--- src/min_steps_to_one_dp_unit_defines.svh ---
// Assertion helpers for the RTL, included by msto_engine.
`ifndef MIN_STEPS_TO_ONE_DP_UNIT_DEFINES_SVH
`define MIN_STEPS_TO_ONE_DP_UNIT_DEFINES_SVH

// Explicit clock and active-low reset.
`define MSTO_ASSERT_AT(label, clk, rst_n, prop, msg) \
  label: assert property (@(posedge clk) disable iff (!rst_n) prop) else $error(msg);

// Default clock and reset of this block.
`define MSTO_ASSERT(label, prop, msg) \
  `MSTO_ASSERT_AT(label, clk_i, rst_ni, prop, msg)

`endif

--- src/msto_pkg.sv ---
package msto_pkg;

  localparam int unsigned N_W    = 12;
  localparam int unsigned COST_W = 6;

  localparam logic [COST_W-1:0] COST_MAX  = 6'd63;
  localparam logic [COST_W-1:0] COST_ZERO = 6'd0;

  typedef enum logic [1:0] {
    ST_IDLE,
    ST_LOOKUP,
    ST_EXTEND
  } state_e;

  // Finished result handed from the engine to the output register.
  typedef struct packed {
    logic              valid;
    logic [COST_W-1:0] count;
  } res_t;

endpackage

--- src/msto_req_if.sv ---
interface msto_req_if;
  import msto_pkg::*;

  logic           valid;
  logic           ready;
  logic [N_W-1:0] n_value;

  modport source (output valid, output n_value, input ready);
  modport sink   (input valid, input n_value, output ready);
endinterface

--- src/msto_engine.sv ---
`include "min_steps_to_one_dp_unit_defines.svh"

module msto_engine import msto_pkg::*; #(
  parameter int unsigned TABLE_DEPTH = 4096,
  parameter int unsigned AW          = 12
) (
  input  logic              clk_i,
  input  logic              rst_ni,
  msto_req_if.sink          req_i,
  output logic              wr_en_o,
  output logic [AW-1:0]     wr_addr_o,
  output logic [COST_W-1:0] wr_data_o,
  output logic [AW-1:0]     rd_a_addr_o,
  output logic [AW-1:0]     rd_b_addr_o,
  input  logic [COST_W-1:0] rd_a_data_i,
  input  logic [COST_W-1:0] rd_b_data_i,
  output res_t              res_o,
  input  logic              res_take_i
);

  localparam int unsigned CW = AW + 1;
  localparam int unsigned XW = CW + 2;

  state_e state_q, state_d;

  // Next entry to compute; filled range is [0, nxt_q-1]. div3/mod3 track nxt_q / 3.
  logic [CW-1:0]     nxt_q, nxt_d;
  logic [AW-1:0]     div3_q, div3_d;
  logic [1:0]        mod3_q, mod3_d;
  logic [COST_W-1:0] last_cost_q, last_cost_d;
  logic [AW-1:0]     target_q, target_d;

  // Write-back stage: read data for s1_idx_q arrives this cycle.
  logic              s1_valid_q, s1_valid_d;
  logic [AW-1:0]     s1_idx_q, s1_idx_d;
  logic              s1_even_q, s1_even_d;
  logic              s1_by3_q, s1_by3_d;
  logic              s1_half_zero_q, s1_half_zero_d;
  logic              s1_third_zero_q, s1_third_zero_d;
  logic              s1_last_q, s1_last_d;

  logic              res_valid_q, res_valid_d;
  logic [COST_W-1:0] res_count_q, res_count_d;

  logic              accept;
  logic              n_oob;
  logic              n_small;
  logic              n_hit;
  logic [AW-1:0]     n_addr;
  logic              issue_en;
  logic [COST_W-1:0] half_val;
  logic [COST_W-1:0] third_val;
  logic [COST_W-1:0] best;
  logic [COST_W-1:0] new_cost;

  assign n_addr   = AW'(req_i.n_value);
  assign n_oob    = 32'(req_i.n_value) >= TABLE_DEPTH;
  assign n_small  = req_i.n_value <= N_W'(1);
  assign n_hit    = 32'(req_i.n_value) < 32'(nxt_q);
  assign accept   = req_i.valid && req_i.ready;
  assign issue_en = (state_q == ST_EXTEND) && (nxt_q <= {1'b0, target_q});

  // Entries 0 and 1 are never written; they read as zero.
  always_comb begin
    half_val  = s1_half_zero_q  ? COST_ZERO : rd_a_data_i;
    third_val = s1_third_zero_q ? COST_ZERO : rd_b_data_i;
    best      = last_cost_q;
    if (s1_even_q && (half_val < best)) begin
      best = half_val;
    end
    if (s1_by3_q && (third_val < best)) begin
      best = third_val;
    end
    new_cost = (best < COST_MAX) ? best + COST_W'(1) : COST_MAX;
  end

  // Next state
  always_comb begin
    state_d = state_q;
    case (state_q)
      ST_IDLE: begin
        if (accept && !n_oob && !n_small) begin
          state_d = n_hit ? ST_LOOKUP : ST_EXTEND;
        end
      end
      ST_LOOKUP: begin
        state_d = ST_IDLE;
      end
      ST_EXTEND: begin
        if (s1_valid_q && s1_last_q) begin
          state_d = ST_IDLE;
        end
      end
      default: begin
        state_d = ST_IDLE;
      end
    endcase
  end

  // Outputs
  always_comb begin
    req_i.ready = 1'b0;
    rd_a_addr_o = nxt_q[CW-1:1];
    case (state_q)
      ST_IDLE: begin
        req_i.ready = !res_valid_q;
        rd_a_addr_o = n_addr;
      end
      ST_LOOKUP, ST_EXTEND: begin
        req_i.ready = 1'b0;
      end
      default: begin
        req_i.ready = 1'b0;
      end
    endcase
    rd_b_addr_o = div3_q;
    wr_en_o     = s1_valid_q;
    wr_addr_o   = s1_idx_q;
    wr_data_o   = new_cost;
    res_o.valid = res_valid_q;
    res_o.count = res_count_q;
  end

  // Datapath next values
  always_comb begin
    nxt_d           = nxt_q;
    div3_d          = div3_q;
    mod3_d          = mod3_q;
    last_cost_d     = last_cost_q;
    target_d        = target_q;
    s1_valid_d      = issue_en;
    s1_idx_d        = nxt_q[AW-1:0];
    s1_even_d       = !nxt_q[0];
    s1_by3_d        = (mod3_q == 2'd0);
    s1_half_zero_d  = (nxt_q[CW-1:2] == '0);
    s1_third_zero_d = (div3_q[AW-1:1] == '0);
    s1_last_d       = (nxt_q[AW-1:0] == target_q);
    res_valid_d     = res_valid_q && !res_take_i;
    res_count_d     = res_count_q;

    if (issue_en) begin
      nxt_d = nxt_q + CW'(1);
      if (mod3_q == 2'd2) begin
        mod3_d = 2'd0;
        div3_d = div3_q + AW'(1);
      end else begin
        mod3_d = mod3_q + 2'd1;
      end
    end

    if (s1_valid_q) begin
      last_cost_d = new_cost;
    end

    if (accept) begin
      target_d = n_addr;
      if (n_oob) begin
        res_valid_d = 1'b1;
        res_count_d = COST_MAX;
      end else if (n_small) begin
        res_valid_d = 1'b1;
        res_count_d = COST_ZERO;
      end
    end

    if (state_q == ST_LOOKUP) begin
      res_valid_d = 1'b1;
      res_count_d = rd_a_data_i;
    end

    if ((state_q == ST_EXTEND) && s1_valid_q && s1_last_q) begin
      res_valid_d = 1'b1;
      res_count_d = new_cost;
    end
  end

  always_ff @(posedge clk_i or negedge rst_ni) begin
    if (!rst_ni) begin
      state_q     <= ST_IDLE;
      nxt_q       <= CW'(2);
      div3_q      <= '0;
      mod3_q      <= 2'd2;
      last_cost_q <= COST_ZERO;
      s1_valid_q  <= 1'b0;
      res_valid_q <= 1'b0;
    end else begin
      state_q     <= state_d;
      nxt_q       <= nxt_d;
      div3_q      <= div3_d;
      mod3_q      <= mod3_d;
      last_cost_q <= last_cost_d;
      s1_valid_q  <= s1_valid_d;
      res_valid_q <= res_valid_d;
    end
  end

  always_ff @(posedge clk_i) begin
    target_q        <= target_d;
    s1_idx_q        <= s1_idx_d;
    s1_even_q       <= s1_even_d;
    s1_by3_q        <= s1_by3_d;
    s1_half_zero_q  <= s1_half_zero_d;
    s1_third_zero_q <= s1_third_zero_d;
    s1_last_q       <= s1_last_d;
    res_count_q     <= res_count_d;
  end

  `MSTO_ASSERT(a_div3_track, XW'(nxt_q) == XW'(div3_q) * XW'(3) + XW'(mod3_q), "div3/mod3 lost track of next index")
  `MSTO_ASSERT(a_wr_in_extend, s1_valid_q |-> (state_q == ST_EXTEND) && (s1_idx_q >= AW'(2)), "table write outside extension")
  `MSTO_ASSERT(a_wr_sequential, s1_valid_q && $past(s1_valid_q) |-> s1_idx_q == $past(s1_idx_q) + AW'(1), "table entries written out of order")
  `MSTO_ASSERT(a_res_hold, res_valid_q && !res_take_i |=> res_valid_q && $stable(res_count_q), "pending result dropped or changed")

endmodule

--- src/flat_wrapper.sv ---
// flat-port wrapper written by rule: the top's interface ports become plain ports
module msto_engine_flat import msto_pkg::*;
#(
  parameter int unsigned TABLE_DEPTH = 4096,
  parameter int unsigned AW          = 12
)
  (clk_i, rst_ni, wr_en_o, wr_addr_o, wr_data_o, rd_a_addr_o, rd_b_addr_o, rd_a_data_i, rd_b_data_i, res_o, res_take_i, req_i_valid, req_i_n_value, req_i_ready);
  msto_req_if req_i_i ();
  input  logic clk_i;
  input  logic rst_ni;
  output logic wr_en_o;
  output logic [AW-1:0] wr_addr_o;
  output logic [COST_W-1:0] wr_data_o;
  output logic [AW-1:0] rd_a_addr_o;
  output logic [AW-1:0] rd_b_addr_o;
  input  logic [COST_W-1:0] rd_a_data_i;
  input  logic [COST_W-1:0] rd_b_data_i;
  output res_t res_o;
  input  logic res_take_i;
  input wire logic [$bits(req_i_i.valid)-1:0] req_i_valid;
  input wire logic [$bits(req_i_i.n_value)-1:0] req_i_n_value;
  output wire logic [$bits(req_i_i.ready)-1:0] req_i_ready;
  assign req_i_i.valid = req_i_valid;
  assign req_i_i.n_value = req_i_n_value;
  assign req_i_ready = req_i_i.ready;
  msto_engine #(.TABLE_DEPTH(TABLE_DEPTH), .AW(AW)) u_core (.clk_i(clk_i), .rst_ni(rst_ni), .req_i(req_i_i), .wr_en_o(wr_en_o), .wr_addr_o(wr_addr_o), .wr_data_o(wr_data_o), .rd_a_addr_o(rd_a_addr_o), .rd_b_addr_o(rd_b_addr_o), .rd_a_data_i(rd_a_data_i), .rd_b_data_i(rd_b_data_i), .res_o(res_o), .res_take_i(res_take_i));
endmodule
--- config.mk ---
export PLATFORM = sky130hd
export DESIGN_NAME = msto_engine_flat
export DESIGN_NICKNAME = d
export VERILOG_FILES = /design/src/msto_pkg.sv /design/src/msto_req_if.sv /design/src/msto_engine.sv /design/src/flat_wrapper.sv
export VERILOG_INCLUDE_DIRS = /design/src /design/src/src
export SDC_FILE = /design/constraint.sdc
export NUM_CORES = 1
export LEC_CHECK = 0
export ABC_AREA = 1
export BUFFER_PORTS_ARGS = -buffer_cell sky130_fd_sc_hd__buf_2
export CORE_ASPECT_RATIO = 1.1
export CORE_UTILIZATION = 30
export DETAILED_ROUTE_END_ITERATION = 7
export SLEW_MARGIN = 40
export SYNTH_ARGS = -nofsm -noshare
export SYNTH_HDL_FRONTEND = slang
export SYNTH_SLANG_ARGS = --single-unit
--- constraint.sdc ---
create_clock -name clk_i -period 13.46 [get_ports clk_i]
set_clock_uncertainty 0.05 [all_clocks]
set_input_delay 2.692 -clock clk_i [delete_from_list [all_inputs] [get_ports clk_i]]
set_output_delay 2.692 -clock clk_i [all_outputs]
set_load 0.01 [all_outputs]
==> metrics.md, run 1 <==
| Metric | Value |
|---|---|
| Finished Cell Area | `0.00506 mm2` |
| Setup TNS | `0 ps` |
| Pwr dens | `150 mW/mm2` |
| Die W | `115 um` |
| Worst-Skew Late Latency | `330 ps` |
| Mapped Area | `0.00418 mm2` |
| DR DRC count | `0` |
| Setup violators final | `0` |
| RR Startpoint | `u_core.s1_half_zero_q$_DFF_P_` |
| P_leak | `2.61 nW` |
| Placed Area | `0.00479 mm2` |
| R2R Path End | `u_core.res_count_q[3]$_DFFE_PP_` |
| Detailed Routing Iterations Pass 1 | `4` |
| Crit. End Element | `output port` |
| Post-Syn Area per Cell | `8.49 um2` |
| EDFF count, synth | `18` |
| Fin. max-slew vios | `0` |
| Worst min path class | `reg -> reg` |
| CP max FO | `8` |
| Post-synth top cells | `nand2_1, inv_1, dfrtp_1, ha_1, nor2_1` |
| Largest cells by area after synthesis | `dfrtp_1, edfxtp_1, ha_1, nand2_1, dfxtp_1` |
| Worst EP arrival | `6150 ps` |
| Simple-gate share of the synthesized area | `26.0%` |
| Count leader, synth | `nand2_1` |
| MaxCap Viol Count | `0` |
| Max Freq | `0.112 GHz` |
| CP startpoint kind | `input pin` |
| Drt first-iter violations | `161` |
| Core area | `0.0134 mm2` |
| Clock sink total | `72` |
| Final antenna-violating net count | `0` |
| Largest family of logic cells by synthesized area | `simple AND/OR/NAND/NOR gates` |
| Post-CTS Resized | `0` |
| H-tree lvl count | `3` |
| Adder and majority gate portion of the synthesized area | `10.5%` |
| Grt total ovfl | `0` |
| Wire length per cell | `12.6 um` |
| Yosys warns | `0` |
| Layout area overhead | `21.1%` |
| Worst hold endpoint | `u_core.wr_addr_o[0]$_DFF_P_` |
| WL final | `9650 um` |
| Synth Net Count | `555` |
| Ant. Diodes | `0` |
| Die Area | `0.0144 mm2` |
| Maximum root-to-sink buffer count | `2` |
| Num ports | `79` |
| Hold path cells | `0` |
| Syn Inst Count | `492` |
| Setup Buffers After CTS | `0` |
| Worst slew margin | `55.7%` |
| CTS tree | `yes` |
| Peak VDD IR | `62.2 uV` |
| Worst EP required | `10,720 ps` |
| HP Start | `u_core.nxt_q[0]$_DFFE_PN0P_` |
| Tot GR Track Use | `14.3%` |
| Yosys top cell by area | `dfrtp_1` |
| Fraction of registers with async set/reset | `51.4%` |
| Reg2Reg Setup Slack | `9440 ps` |
| Antenna violations before repair | `0` |
| Status | `finished, final reports clean` |
| Post-synthesis mux area share | `0.270%` |
| Cts bufs inserted | `9` |
| Xor/xnor share of the synthesized area | `4.19%` |
| Worst-Margin Slew | `664 ps` |
| Largest net degree at the start of global routing | `38` |
| Share of post-route cells with drive strength above 1 | `22.5%` |
| Vias in the first global route | `3,273` |
| Final nets | `641` |
| Sequential share of the synthesized area | `43.3%` |
| Setup CP Type | `in -> out` |
| Vias per cell | `4.55` |
| Final GP Congestion | `0.834` |
| CTS clk-pin slew, worst paths | `50 ps` |
| Cell variety after synth | `41` |
| Synth top area share | `21.0%` |
| Via count | `3,491` |
| Num rows | `44` |
| Die height | `126 um` |
| Placed wire-length estimate | `7580 um` |
| Fin crit share | `66.1%` |
| Most used DFF post-synth | `dfrtp_1` |
| Starting Density | `31.2%` |
| Unrepaired setup endpoints after global routing | `no` |
| Final Hold Vio Count | `0` |
| Port Buffers | `78` |
| Compound-Gate Fraction of Synth Area | `7.91%` |
| Crit path time final | `8890 ps` |
| # hold bufs at CTS | `0` |
| First-pass GRT wire length | `16,000 um` |
| Seq cells post-synth | `72` |
| R2R depth | `24` |
| Root buffer cell | `clkbuf_16` |
-- kinds of logic (layout without fill, tap and decap cells) --
group	Yosys count	in the layout
adders and majority gates	35	35
xor gates and xnor gates	20	20
and+or+nand+nor	225	225
muxes	1	1
buffers and inverters	85	176
DFF	72	72
AOI/OAI and AO/OA	54	54
-- layer usage --
layer / global-route usage [%] / up-vias / wire length, um
li1: - / 1777 / -
met1: 18.6 / 1634 / 4540
met2: 23.4 / 71 / 4580
met3: 3.18 / 9 / 371
met4: 4.74 / 0 / 150
met5: 0 / - / 0
-- layout make-up --
| cell class | count | area, um2 |
|---|---|---|
| multi-input cells | 335 | 2050 |
| inverters | 81 | 304 |
| clock inverters | 3 | 16.3 |
| repair buffers | 79 | 400 |
| clock buffers | 13 | 250 |
| well taps | 184 | 230 |
| fillers | 1400 | 8320 |
| flip-flops and latches | 72 | 1810 |
-- per-stage QoR --
stage	hold slack, ps	util (%)	cells	total power (W)	setup WS [ps]
after global placement	350	35.8	751	0.000544	4710
after floorplan	321	-	492	0.000472	5140
after CTS	366	37.8	767	0.000768	4560
final	359	37.8	767	0.000758	4570
after global routing	391	37.8	767	0.000815	4260
after detailed placement	348	35.8	751	0.000551	4560
-- power breakdown --
part           switching (W)  internal, W
logic               0.000196     0.000109
clock network      0.0000850     0.000129
registers         0.00000530     0.000234
-- how the worst max path moves through the flow --
stage | start | end | slack (ps) | cells past startpoint
3_5_place_dp | rd_a_data_i[5] | wr_data_o[5] | 4560 | 28
3_3_place_gp | rd_a_data_i[5] | wr_data_o[5] | 4710 | 28
6_report | rd_a_data_i[5] | wr_data_o[5] | 4570 | 28
5_1_grt | rd_a_data_i[5] | wr_data_o[5] | 4260 | 28
4_1_cts | rd_a_data_i[5] | wr_data_o[5] | 4560 | 28
2_1_floorplan | rd_a_data_i[5] | wr_data_o[5] | 5140 | 26
-- layout by cell type, fill, tap and decap left out, types with 3 or more instances in the layout --
master / count
nor2_1: 28
nand2_4: 6
clkbuf_1: 3
dfrtp_1: 35
nor4_1: 5
inv_1: 78
o21ai_2: 3
nand2_2: 11
inv_2: 3
o21ai_1: 3
o21ai_0: 26
a21oi_1: 12
clkbuf_16: 9
nand4_1: 14
edfxtp_1: 18
ha_1: 35
nand3_1: 25
nand2_1: 114
buf_2: 77
dfxtp_1: 17
nor3_1: 7
xnor2_1: 4
xor2_1: 16
-- worst max-delay path, stage by stage --
cell and delay (ps):
buf_2 110, inv_1 50, nor2_1 50, ha_1 320
nand2_1 60, a21oi_1 210, a21oi_4 100, nand2_4 100
inv_2 60, o21ai_0 240, inv_1 80, ha_1 350
nand2_1 90, nand2_1 50, nor2_1 80, nand2_1 90
a31oi_4 270, nand2_4 120, nand2_1 70, nand2_1 100
ha_1 240, nand3_1 160, nand2_1 70, inv_1 50
nand3_1 100, nand2_1 90, inv_1 30, buf_2 120
-- state kept, by name, indices dropped and copies added (netlist names), 2 cells and up --
signal	flops
u_core.nxt_q	13
u_core.rd_b_addr_o	12
u_core.target_q	12
u_core.wr_addr_o	12
u_core.last_cost_q	6
u_core.res_count_q	6
u_core.mod3_q	2
u_core.state_q	2
No activity file was read; power rests on OpenSTA's default activity.
==> inputs of run 2 (changes only) <==
==> constraint.sdc (replaced) <==
create_clock -name clk_i -period 7.2 [get_ports clk_i]
set_clock_uncertainty 0.05 [all_clocks]
set_input_delay 1.44 -clock clk_i [delete_from_list [all_inputs] [get_ports clk_i]]
set_output_delay 1.44 -clock clk_i [all_outputs]
set_load 0.01 [all_outputs]
==> run 2 against run 1 <==
Sequential power increased by 87%. Wire length increased by 1.2%. Global-route usage about the same. Register-to-register slack got worse by 6200 ps. Die area unchanged. Clock power increased by 110%. Non-clock buffer count unchanged. Setup slack got worse by 3700 ps. Critical path type unchanged.
==> metrics.md, run 2 (synthesis results as in run 1) <==
| Metric | Value |
|---|---|
| CTS clk-pin slew, worst paths | `50 ps (about the same)` |
| HP Start | `u_core.nxt_q[0]$_DFFE_PN0P_ (unchanged)` |
| Largest register FFs | `13 (unchanged)` |
| Commonest non-fill, non-tap cell in the layout | `nand2_1 (unchanged)` |
| Share of post-route cells with drive strength above 1 | `22.5% (unchanged)` |
| Layout area overhead | `21.9% (was 21.1%)` |
| R2R Path End | `u_core.res_count_q[3]$_DFFE_PP_ (unchanged)` |
| H-tree lvl count | `3 (unchanged)` |
| Int Pwr | `0.000928 W (was 0.000472 W)` |
| Die Area | `0.0144 mm2 (unchanged)` |
| Ant. Diodes | `0 (unchanged)` |
| Worst EP arrival | `4890 ps (was 6150 ps)` |
| Starting Density | `31.2% (unchanged)` |
| Status | `finished, final reports clean (unchanged)` |
| Tot GR Track Use | `14.3% (about the same)` |
| Setup violators final | `0 (unchanged)` |
| Worst hold endpoint | `u_core.wr_addr_o[0]$_DFF_P_ (unchanged)` |
| Grt total ovfl | `0 (unchanged)` |
| DP Cell Count | `751 (unchanged)` |
| Peak VDD IR | `153 uV (was 62.2 uV)` |
| Final nets | `641 (unchanged)` |
| Largest net degree at the start of global routing | `38 (unchanged)` |
| Die height | `126 um (unchanged)` |
| CP max FO | `8 (unchanged)` |
| P_leak | `2.62 nW (was 2.61 nW)` |
| Worst-Margin Slew | `659 ps (was 664 ps)` |
| Max Freq | `0.157 GHz` |
| Worst EP required | `5710 ps (was 10,720 ps)` |
| Maximum root-to-sink buffer count | `2 (unchanged)` |
| Crit. End Element | `output port (unchanged)` |
| Setup TNS | `0 ps (unchanged)` |
| Final GP Congestion | `0.834 (unchanged)` |
| Final Hold Vio Count | `0 (unchanged)` |
| Post-CTS Resized | `0 (unchanged)` |
| Placed wire-length estimate | `7580 um (about the same)` |
| Setup CP Type | `in -> out (unchanged)` |
| Via count | `3,476 (was 3,491)` |
| Wire length per cell | `12.7 um (was 12.6 um)` |
| R2R depth | `24 (unchanged)` |
| Gate power share | `39.0% (was 40.2%)` |
| Num ports | `79 (unchanged)` |
| Net switching power | `0.000541 W (was 0.000286 W)` |
| Hold path cells | `0 (unchanged)` |
| Placed Area | `0.00479 mm2 (unchanged)` |
| WL final | `9760 um (was 9650 um)` |
| CTS tree | `yes (unchanged)` |
| Port Buffers | `78 (unchanged)` |
| Crit path time final | `6380 ps` |
| Root buffer cell | `clkbuf_16 (unchanged)` |
| Clock power frac | `30.6% (was 28.3%)` |
| Final antenna-violating net count | `0 (unchanged)` |
| Final non-filler cell total | `767 (unchanged)` |
| Cts bufs inserted | `9 (unchanged)` |
| Flop pwr share | `30.4% (was 31.5%)` |
| CP startpoint kind | `input pin (unchanged)` |
| Reg with most FFs | `u_core.nxt_q (unchanged)` |
| MaxCap Viol Count | `0 (unchanged)` |
| Finished Cell Area | `0.00509 mm2 (was 0.00506 mm2)` |
| Setup Buffers After CTS | `0 (unchanged)` |
| Worst slew margin | `56.0% (was 55.7%)` |
| Fin. max-slew vios | `0 (unchanged)` |
| # hold bufs at CTS | `0 (unchanged)` |
| Clock sink total | `72 (unchanged)` |
| RR Startpoint | `u_core.s1_half_zero_q$_DFF_P_ (unchanged)` |
| Worst-Skew Late Latency | `330 ps (about the same)` |
| Drt first-iter violations | `191 (was 161)` |
| Vias in the first global route | `3,267 (was 3,273)` |
| Sw frac | `36.8% (was 37.8%)` |
| Most frequent cells in the layout | `nand2_1, inv_1, buf_2 (unchanged)` |
| Reg2Reg Setup Slack | `3200 ps (was 9440 ps)` |
| First-pass GRT wire length | `16,000 um (about the same)` |
| DR DRC count | `0 (unchanged)` |
| Fin crit share | `88.6%` |
| Detailed Routing Iterations Pass 1 | `6 (was 4)` |
| Unrepaired setup endpoints after global routing | `no (unchanged)` |
| Die W | `115 um (unchanged)` |
| Antenna violations before repair | `0 (unchanged)` |
| Vias per cell | `4.53 (was 4.55)` |
| Pwr dens | `288 mW/mm2 (was 150 mW/mm2)` |
| Worst min path class | `reg -> reg (unchanged)` |
| Num rows | `44 (unchanged)` |
| Core area | `0.0134 mm2 (unchanged)` |
[run 2: cell count changes in the layout (fill, tap and decap cells not counted), sizes merged]
cell    delta
clkinv     -2
clkbuf     +1
bufinv     +1
[run 2: final cells by class]
| cell class | instances | area [um2] |
|---|---|---|
| fill | 1390 | 8290 |
| multi-input combinational | 335 | 2050 |
| sequential | 72 | 1810 |
| timing repair buffer | 79 | 400 |
| inverter | 81 | 304 |
| clock buffer | 14 | 264 |
| tap | 184 | 230 |
| clock inverter | 2 | 36.3 |
[run 2: worst max-delay path by stage]
stage	startpoint	end	slack [ps]	cells after the start
2_1_floorplan	rd_a_data_i[5]	wr_data_o[5]	1380	26
3_5_place_dp	rd_a_data_i[5]	wr_data_o[5]	790	28
5_1_grt	rd_a_data_i[5]	wr_data_o[5]	500	29
4_1_cts	rd_a_data_i[5]	wr_data_o[5]	820	28
6_report	rd_a_data_i[5]	wr_data_o[5]	820	28
3_3_place_gp	rd_a_data_i[5]	wr_data_o[5]	950	28
[run 2: power by group through the flow]
stage	sequential, W	clock [W]	combinational [W]
2_1_floorplan	0.000452	0	0.000430
3_5_place_dp	0.000455	0	0.000576
5_1_grt	0.000448	0.000475	0.000645
3_3_place_gp	0.000454	0	0.000563
6_report	0.000446	0.000450	0.000573
4_1_cts	0.000447	0.000458	0.000578
[run 2: worst max-delay path: stages]
cell,delay (ps)
buf_2,110
inv_1,50
nor2_1,50
ha_1,320
nand2_1,60
a21oi_1,210
a21oi_4,100
nand2_4,100
inv_2,60
o21ai_0,210
inv_1,70
ha_1,350
nand2_1,90
nand2_1,50
nor2_1,80
nand2_1,90
a31oi_4,270
nand2_4,120
nand2_1,70
nand2_1,100
ha_1,240
nand3_1,160
nand2_1,70
inv_1,50
nand3_1,110
nand2_1,90
inv_1,30
buf_2,120
[run 2: layer usage]
metal / track usage (%) / vias up / wire length (um)
li1: - / 1781 / -
met3: 2.55 / 11 / 404
met1: 18.4 / 1613 / 4510
met2: 23.7 / 71 / 4700
met5: 0 / - / 0
met4: 5.58 / 0 / 148
[run 2: per-stage QoR]
| stage | util (%) | total power [W] | setup slack (ps) | hold slack, ps |
|---|---|---|---|---|
| after floorplan | - | 0.000882 | 1380 | 321 |
| after CTS | 38.1 | 0.00148 | 819 | 366 |
| after global routing | 38.1 | 0.00157 | 501 | 393 |
| after detailed placement | 35.8 | 0.00103 | 786 | 348 |
| after global placement | 35.8 | 0.00102 | 955 | 350 |
| final | 38.1 | 0.00147 | 820 | 360 |
==> inputs of run 3 (changes only) <==
--- a/config.mk
+++ b/config.mk
@@ -6,7 +6,6 @@
 export SDC_FILE = /design/constraint.sdc
 export NUM_CORES = 1
 export LEC_CHECK = 0
-export ABC_AREA = 1
 export BUFFER_PORTS_ARGS = -buffer_cell sky130_fd_sc_hd__buf_2
 export CORE_ASPECT_RATIO = 1.1
 export CORE_UTILIZATION = 30
==> run 3 against run 2 <==
Synthesized area down 0.51%. Combinational power up 120%. Largest power group unchanged. Via count down 0.58%. Critical endpoint is now wr_data_o[2]. Sequential cell count unchanged. Clock power about the same. Critical path type unchanged. Wire length up 9.6%. Critical path depth down 8.
==> metrics.md, run 3 <==
| Metric | Value |
|---|---|
| Placed wire-length estimate | `8360 um (was 7580 um)` |
| Largest net degree at the start of global routing | `30 (was 38)` |
| Finished Cell Area | `0.00526 mm2 (was 0.00509 mm2)` |
| Reg2Reg Setup Slack | `2440 ps (was 3200 ps)` |
| Sequence of cells on the critical path | `buf_2 > and2b_1 > ha_1 > maj3_2 > a31o_1 > or2_4 > mux2i_4 > ha_1 > nand2_1 > o21ai_1 > nor4_2 > nor4b_4 > or3_4 > nand2_1 > o21ai_0 > ha_2 > buf_4 > mux4_2 > inv_1 > buf_2` |
| WL final | `10,700 um (was 9760 um)` |
| Largest cells by area after synthesis | `dfrtp_1, edfxtp_1, ha_1, dfxtp_1, xnor2_1 (was dfrtp_1, edfxtp_1, ha_1, nand2_1, dfxtp_1)` |
| Antenna violations before repair | `0 (unchanged)` |
| Sequential share of the synthesized area | `43.5% (was 43.3%)` |
| Worst-Skew Late Latency | `340 ps (was 330 ps)` |
| Cts bufs inserted | `9 (unchanged)` |
| H-tree lvl count | `3 (unchanged)` |
| Pwr dens | `446 mW/mm2 (was 288 mW/mm2)` |
| Fraction of registers with async set/reset | `51.4% (unchanged)` |
| Count leader, synth | `nand2_1 (unchanged)` |
| MaxCap Viol Count | `0 (unchanged)` |
| Drt first-iter violations | `190 (was 191)` |
| Max Freq | `0.144 GHz (was 0.157 GHz)` |
| Crit. End Element | `output port (unchanged)` |
| CTS clk-pin slew, worst paths | `60 ps (was 50 ps)` |
| Final GP Congestion | `0.867 (was 0.834)` |
| Worst EP required | `5710 ps (about the same)` |
| Final Power | `0.00235 W (was 0.00147 W)` |
| Critical path's slowest cell | `mux4_2 (was ha_1)` |
| Fin crit share | `96.8% (was 88.6%)` |
| Fin. max-slew vios | `0 (unchanged)` |
| Worst EP arrival | `5480 ps (was 4890 ps)` |
| Post-synth top cells | `nand2_1, inv_1, dfrtp_1, ha_1, xnor2_1 (was nand2_1, inv_1, dfrtp_1, ha_1, nor2_1)` |
| # hold bufs at CTS | `0 (unchanged)` |
| Final non-filler cell total | `711 (was 767)` |
| CP Launch Point | `rd_a_data_i[2] (was rd_a_data_i[5])` |
| Wire length per cell | `15.1 um (was 12.7 um)` |
| Detailed Routing Iterations Pass 1 | `4 (was 6)` |
| Maximum root-to-sink buffer count | `2 (unchanged)` |
| Synth Net Count | `491 (was 555)` |
| Core area | `0.0134 mm2 (unchanged)` |
| Setup violators final | `0 (unchanged)` |
| Largest register FFs | `13 (unchanged)` |
| Yosys warns | `0 (unchanged)` |
| DR DRC count | `0 (unchanged)` |
| End of the critical path | `wr_data_o[2] (was wr_data_o[5])` |
| Num rows | `44 (unchanged)` |
| Status | `finished, final reports clean (unchanged)` |
| Crit path time final | `6970 ps (was 6380 ps)` |
| First-pass GRT wire length | `17,800 um (was 16,000 um)` |
| Die W | `114 um (was 115 um)` |
| Worst slew margin | `48.9% (was 56.0%)` |
| Final Hold Vio Count | `0 (unchanged)` |
| Setup CP Type | `in -> out (unchanged)` |
| Final nets | `585 (was 641)` |
| Peak VDD IR | `154 uV (was 153 uV)` |
| Cell variety after synth | `63 (was 41)` |
| CP startpoint kind | `input pin (unchanged)` |
| Starting Density | `31.1% (was 31.2%)` |
| Worst min path class | `reg -> reg (unchanged)` |
| Layout area overhead | `26.6% (was 21.9%)` |
| Vias in the first global route | `3,460 (was 3,267)` |
| Root buffer cell | `clkbuf_16 (unchanged)` |
| Placed Area | `0.00488 mm2 (was 0.00479 mm2)` |
| Tot GR Track Use | `16.0% (was 14.3%)` |
| Clock sink total | `72 (unchanged)` |
| Vias per cell | `4.86 (was 4.53)` |
| P_leak | `2.43 nW (was 2.62 nW)` |
| Synth top area share | `21.1% (was 21.0%)` |
| Yosys top cell by area | `dfrtp_1 (unchanged)` |
| CP max FO | `6 (was 8)` |
| Most used DFF post-synth | `dfrtp_1 (unchanged)` |
| RR Startpoint | `u_core.s1_half_zero_q$_DFF_P_ (unchanged)` |
| CTS tree | `yes (unchanged)` |
| Ant. Diodes | `0 (unchanged)` |
| Grt total ovfl | `0 (unchanged)` |
| Most frequent cells in the layout | `buf_2, nand2_1, inv_1 (was nand2_1, inv_1, buf_2)` |
| DP Cell Count | `692 (was 751)` |
| Via count | `3,456 (was 3,476)` |
| Hold WS | `389 ps (was 360 ps)` |
| Share of post-route cells with drive strength above 1 | `26.2% (was 22.5%)` |
| Seq cells post-synth | `72 (unchanged)` |
| R2R depth | `19 (was 24)` |
| Final antenna-violating net count | `0 (unchanged)` |
| Die height | `125 um (was 126 um)` |
| Port Buffers | `78 (unchanged)` |
| Post-Syn Area per Cell | `9.71 um2 (was 8.49 um2)` |
| Commonest non-fill, non-tap cell in the layout | `buf_2 (was nand2_1)` |
| Num ports | `79 (unchanged)` |
| Syn Inst Count | `428 (was 492)` |
| Die Area | `0.0143 mm2 (was 0.0144 mm2)` |
| R2R Path End | `u_core.res_count_q[2]$_DFFE_PP_ (was u_core.res_count_q[3]$_DFFE_PP_)` |
| Reg with most FFs | `u_core.nxt_q (unchanged)` |
| Slowest stage delay, CP | `510 ps (was 350 ps)` |
| Worst-Margin Slew | `766 ps (was 659 ps)` |
| EDFF count, synth | `18 (unchanged)` |
| Mapped Area | `0.00416 mm2 (was 0.00418 mm2)` |
[run 3: cell count changes in the layout (fill, tap and decap cells not counted), sizes merged, moves of 9 or more]
cell   change
nand2     -89
nor2b     +10
xnor2     +21
nor2      -12
xor2      -16
buf       +17
nand3     -14
inv       -43
a21o       +9
[run 3: layer usage]
| metal | vias up | GRT usage, % | routed length, um |
|---|---|---|---|
| li1 | 1717 | - | - |
| met1 | 1669 | 19.4 | 4720 |
| met3 | 9 | 3.39 | 416 |
| met2 | 61 | 27.9 | 5440 |
| met5 | - | 0 | 0 |
| met4 | 0 | 5.12 | 123 |
[run 3: per-stage QoR]
step           util, %  setup WS [ps]  TNS, ps
2_1_floorplan        -           52.4        0
3_3_place_gp      36.2           32.5        0
3_5_place_dp      36.4          -20.2    -20.2
4_1_cts           38.8            103        0
5_1_grt           39.3          -1.06    -1.06
6_report          39.3            233        0
[run 3: worst max-delay path: cells and delay by family]
kind                       cells  cell delay [ps]
muxes                          2              710
buffers and inverters          4              460
adders and majority gates      4              970
and+or+nand+nor                7             1470
AOI/OAI and AO/OA              3              440
[run 3: logic make-up (layout without fill, tap and decap cells)]
logic type               after synthesis  count (layout)  share of synthesized area [%]
XOR/XNOR                              25              25                           5.27
multiplexers                          13              13                           3.88
flip-flops                            72              72                           43.5
AND/OR/NAND/NOR                      154             154                           19.5
adder cells (fa/ha/maj)               36              36                           10.8
AO/OA/AOI/OAI                         76              76                           12.1
buffers and inverters                 52             151                           4.91
[run 3: repair_timing]
action	4_1_cts	5_1_grt
buffers inserted	0	3
pin swaps	0	4
gates cloned	0	0
endpoints found under the hold margin	0	0
resized for setup	1	10
endpoints found under the setup margin	2	3
[run 3: how the worst min path moves through the flow]
stage | start | slack (ps) | cells past startpoint | end
2_1_floorplan | u_core.nxt_q[2]$_DFFE_PN0P_ | 320 | 0 | u_core.wr_addr_o[2]$_DFF_P_
3_3_place_gp | u_core.nxt_q[1]$_DFFE_PN1P_ | 380 | 0 | u_core.wr_addr_o[1]$_DFF_P_
3_5_place_dp | u_core.nxt_q[1]$_DFFE_PN1P_ | 380 | 0 | u_core.wr_addr_o[1]$_DFF_P_
4_1_cts | u_core.nxt_q[1]$_DFFE_PN1P_ | 390 | 0 | u_core.wr_addr_o[1]$_DFF_P_
5_1_grt | u_core.nxt_q[1]$_DFFE_PN1P_ | 390 | 0 | u_core.wr_addr_o[1]$_DFF_P_
6_report | u_core.nxt_q[1]$_DFFE_PN1P_ | 390 | 0 | u_core.wr_addr_o[1]$_DFF_P_
[run 3: area by class of cell]
| cell class | count | area (um2) |
|---|---|---|
| Fill cell | 1318 | 8110 |
| Multi-Input combinational cell | 304 | 2220 |
| Tap cell | 184 | 230 |
| Clock buffer | 11 | 275 |
| Sequential cell | 72 | 1810 |
| Timing Repair Buffer | 97 | 551 |
| Inverter | 38 | 143 |
| Clock inverter | 5 | 35.0 |
[run 3: report_power, final]
| group | internal [W] | total [W] | switching, W |
|---|---|---|---|
| clock | 0.000275 | 0.000448 | 0.000172 |
| combinational | 0.000568 | 0.00124 | 0.000674 |
| sequential | 0.000533 | 0.000659 | 0.000126 |
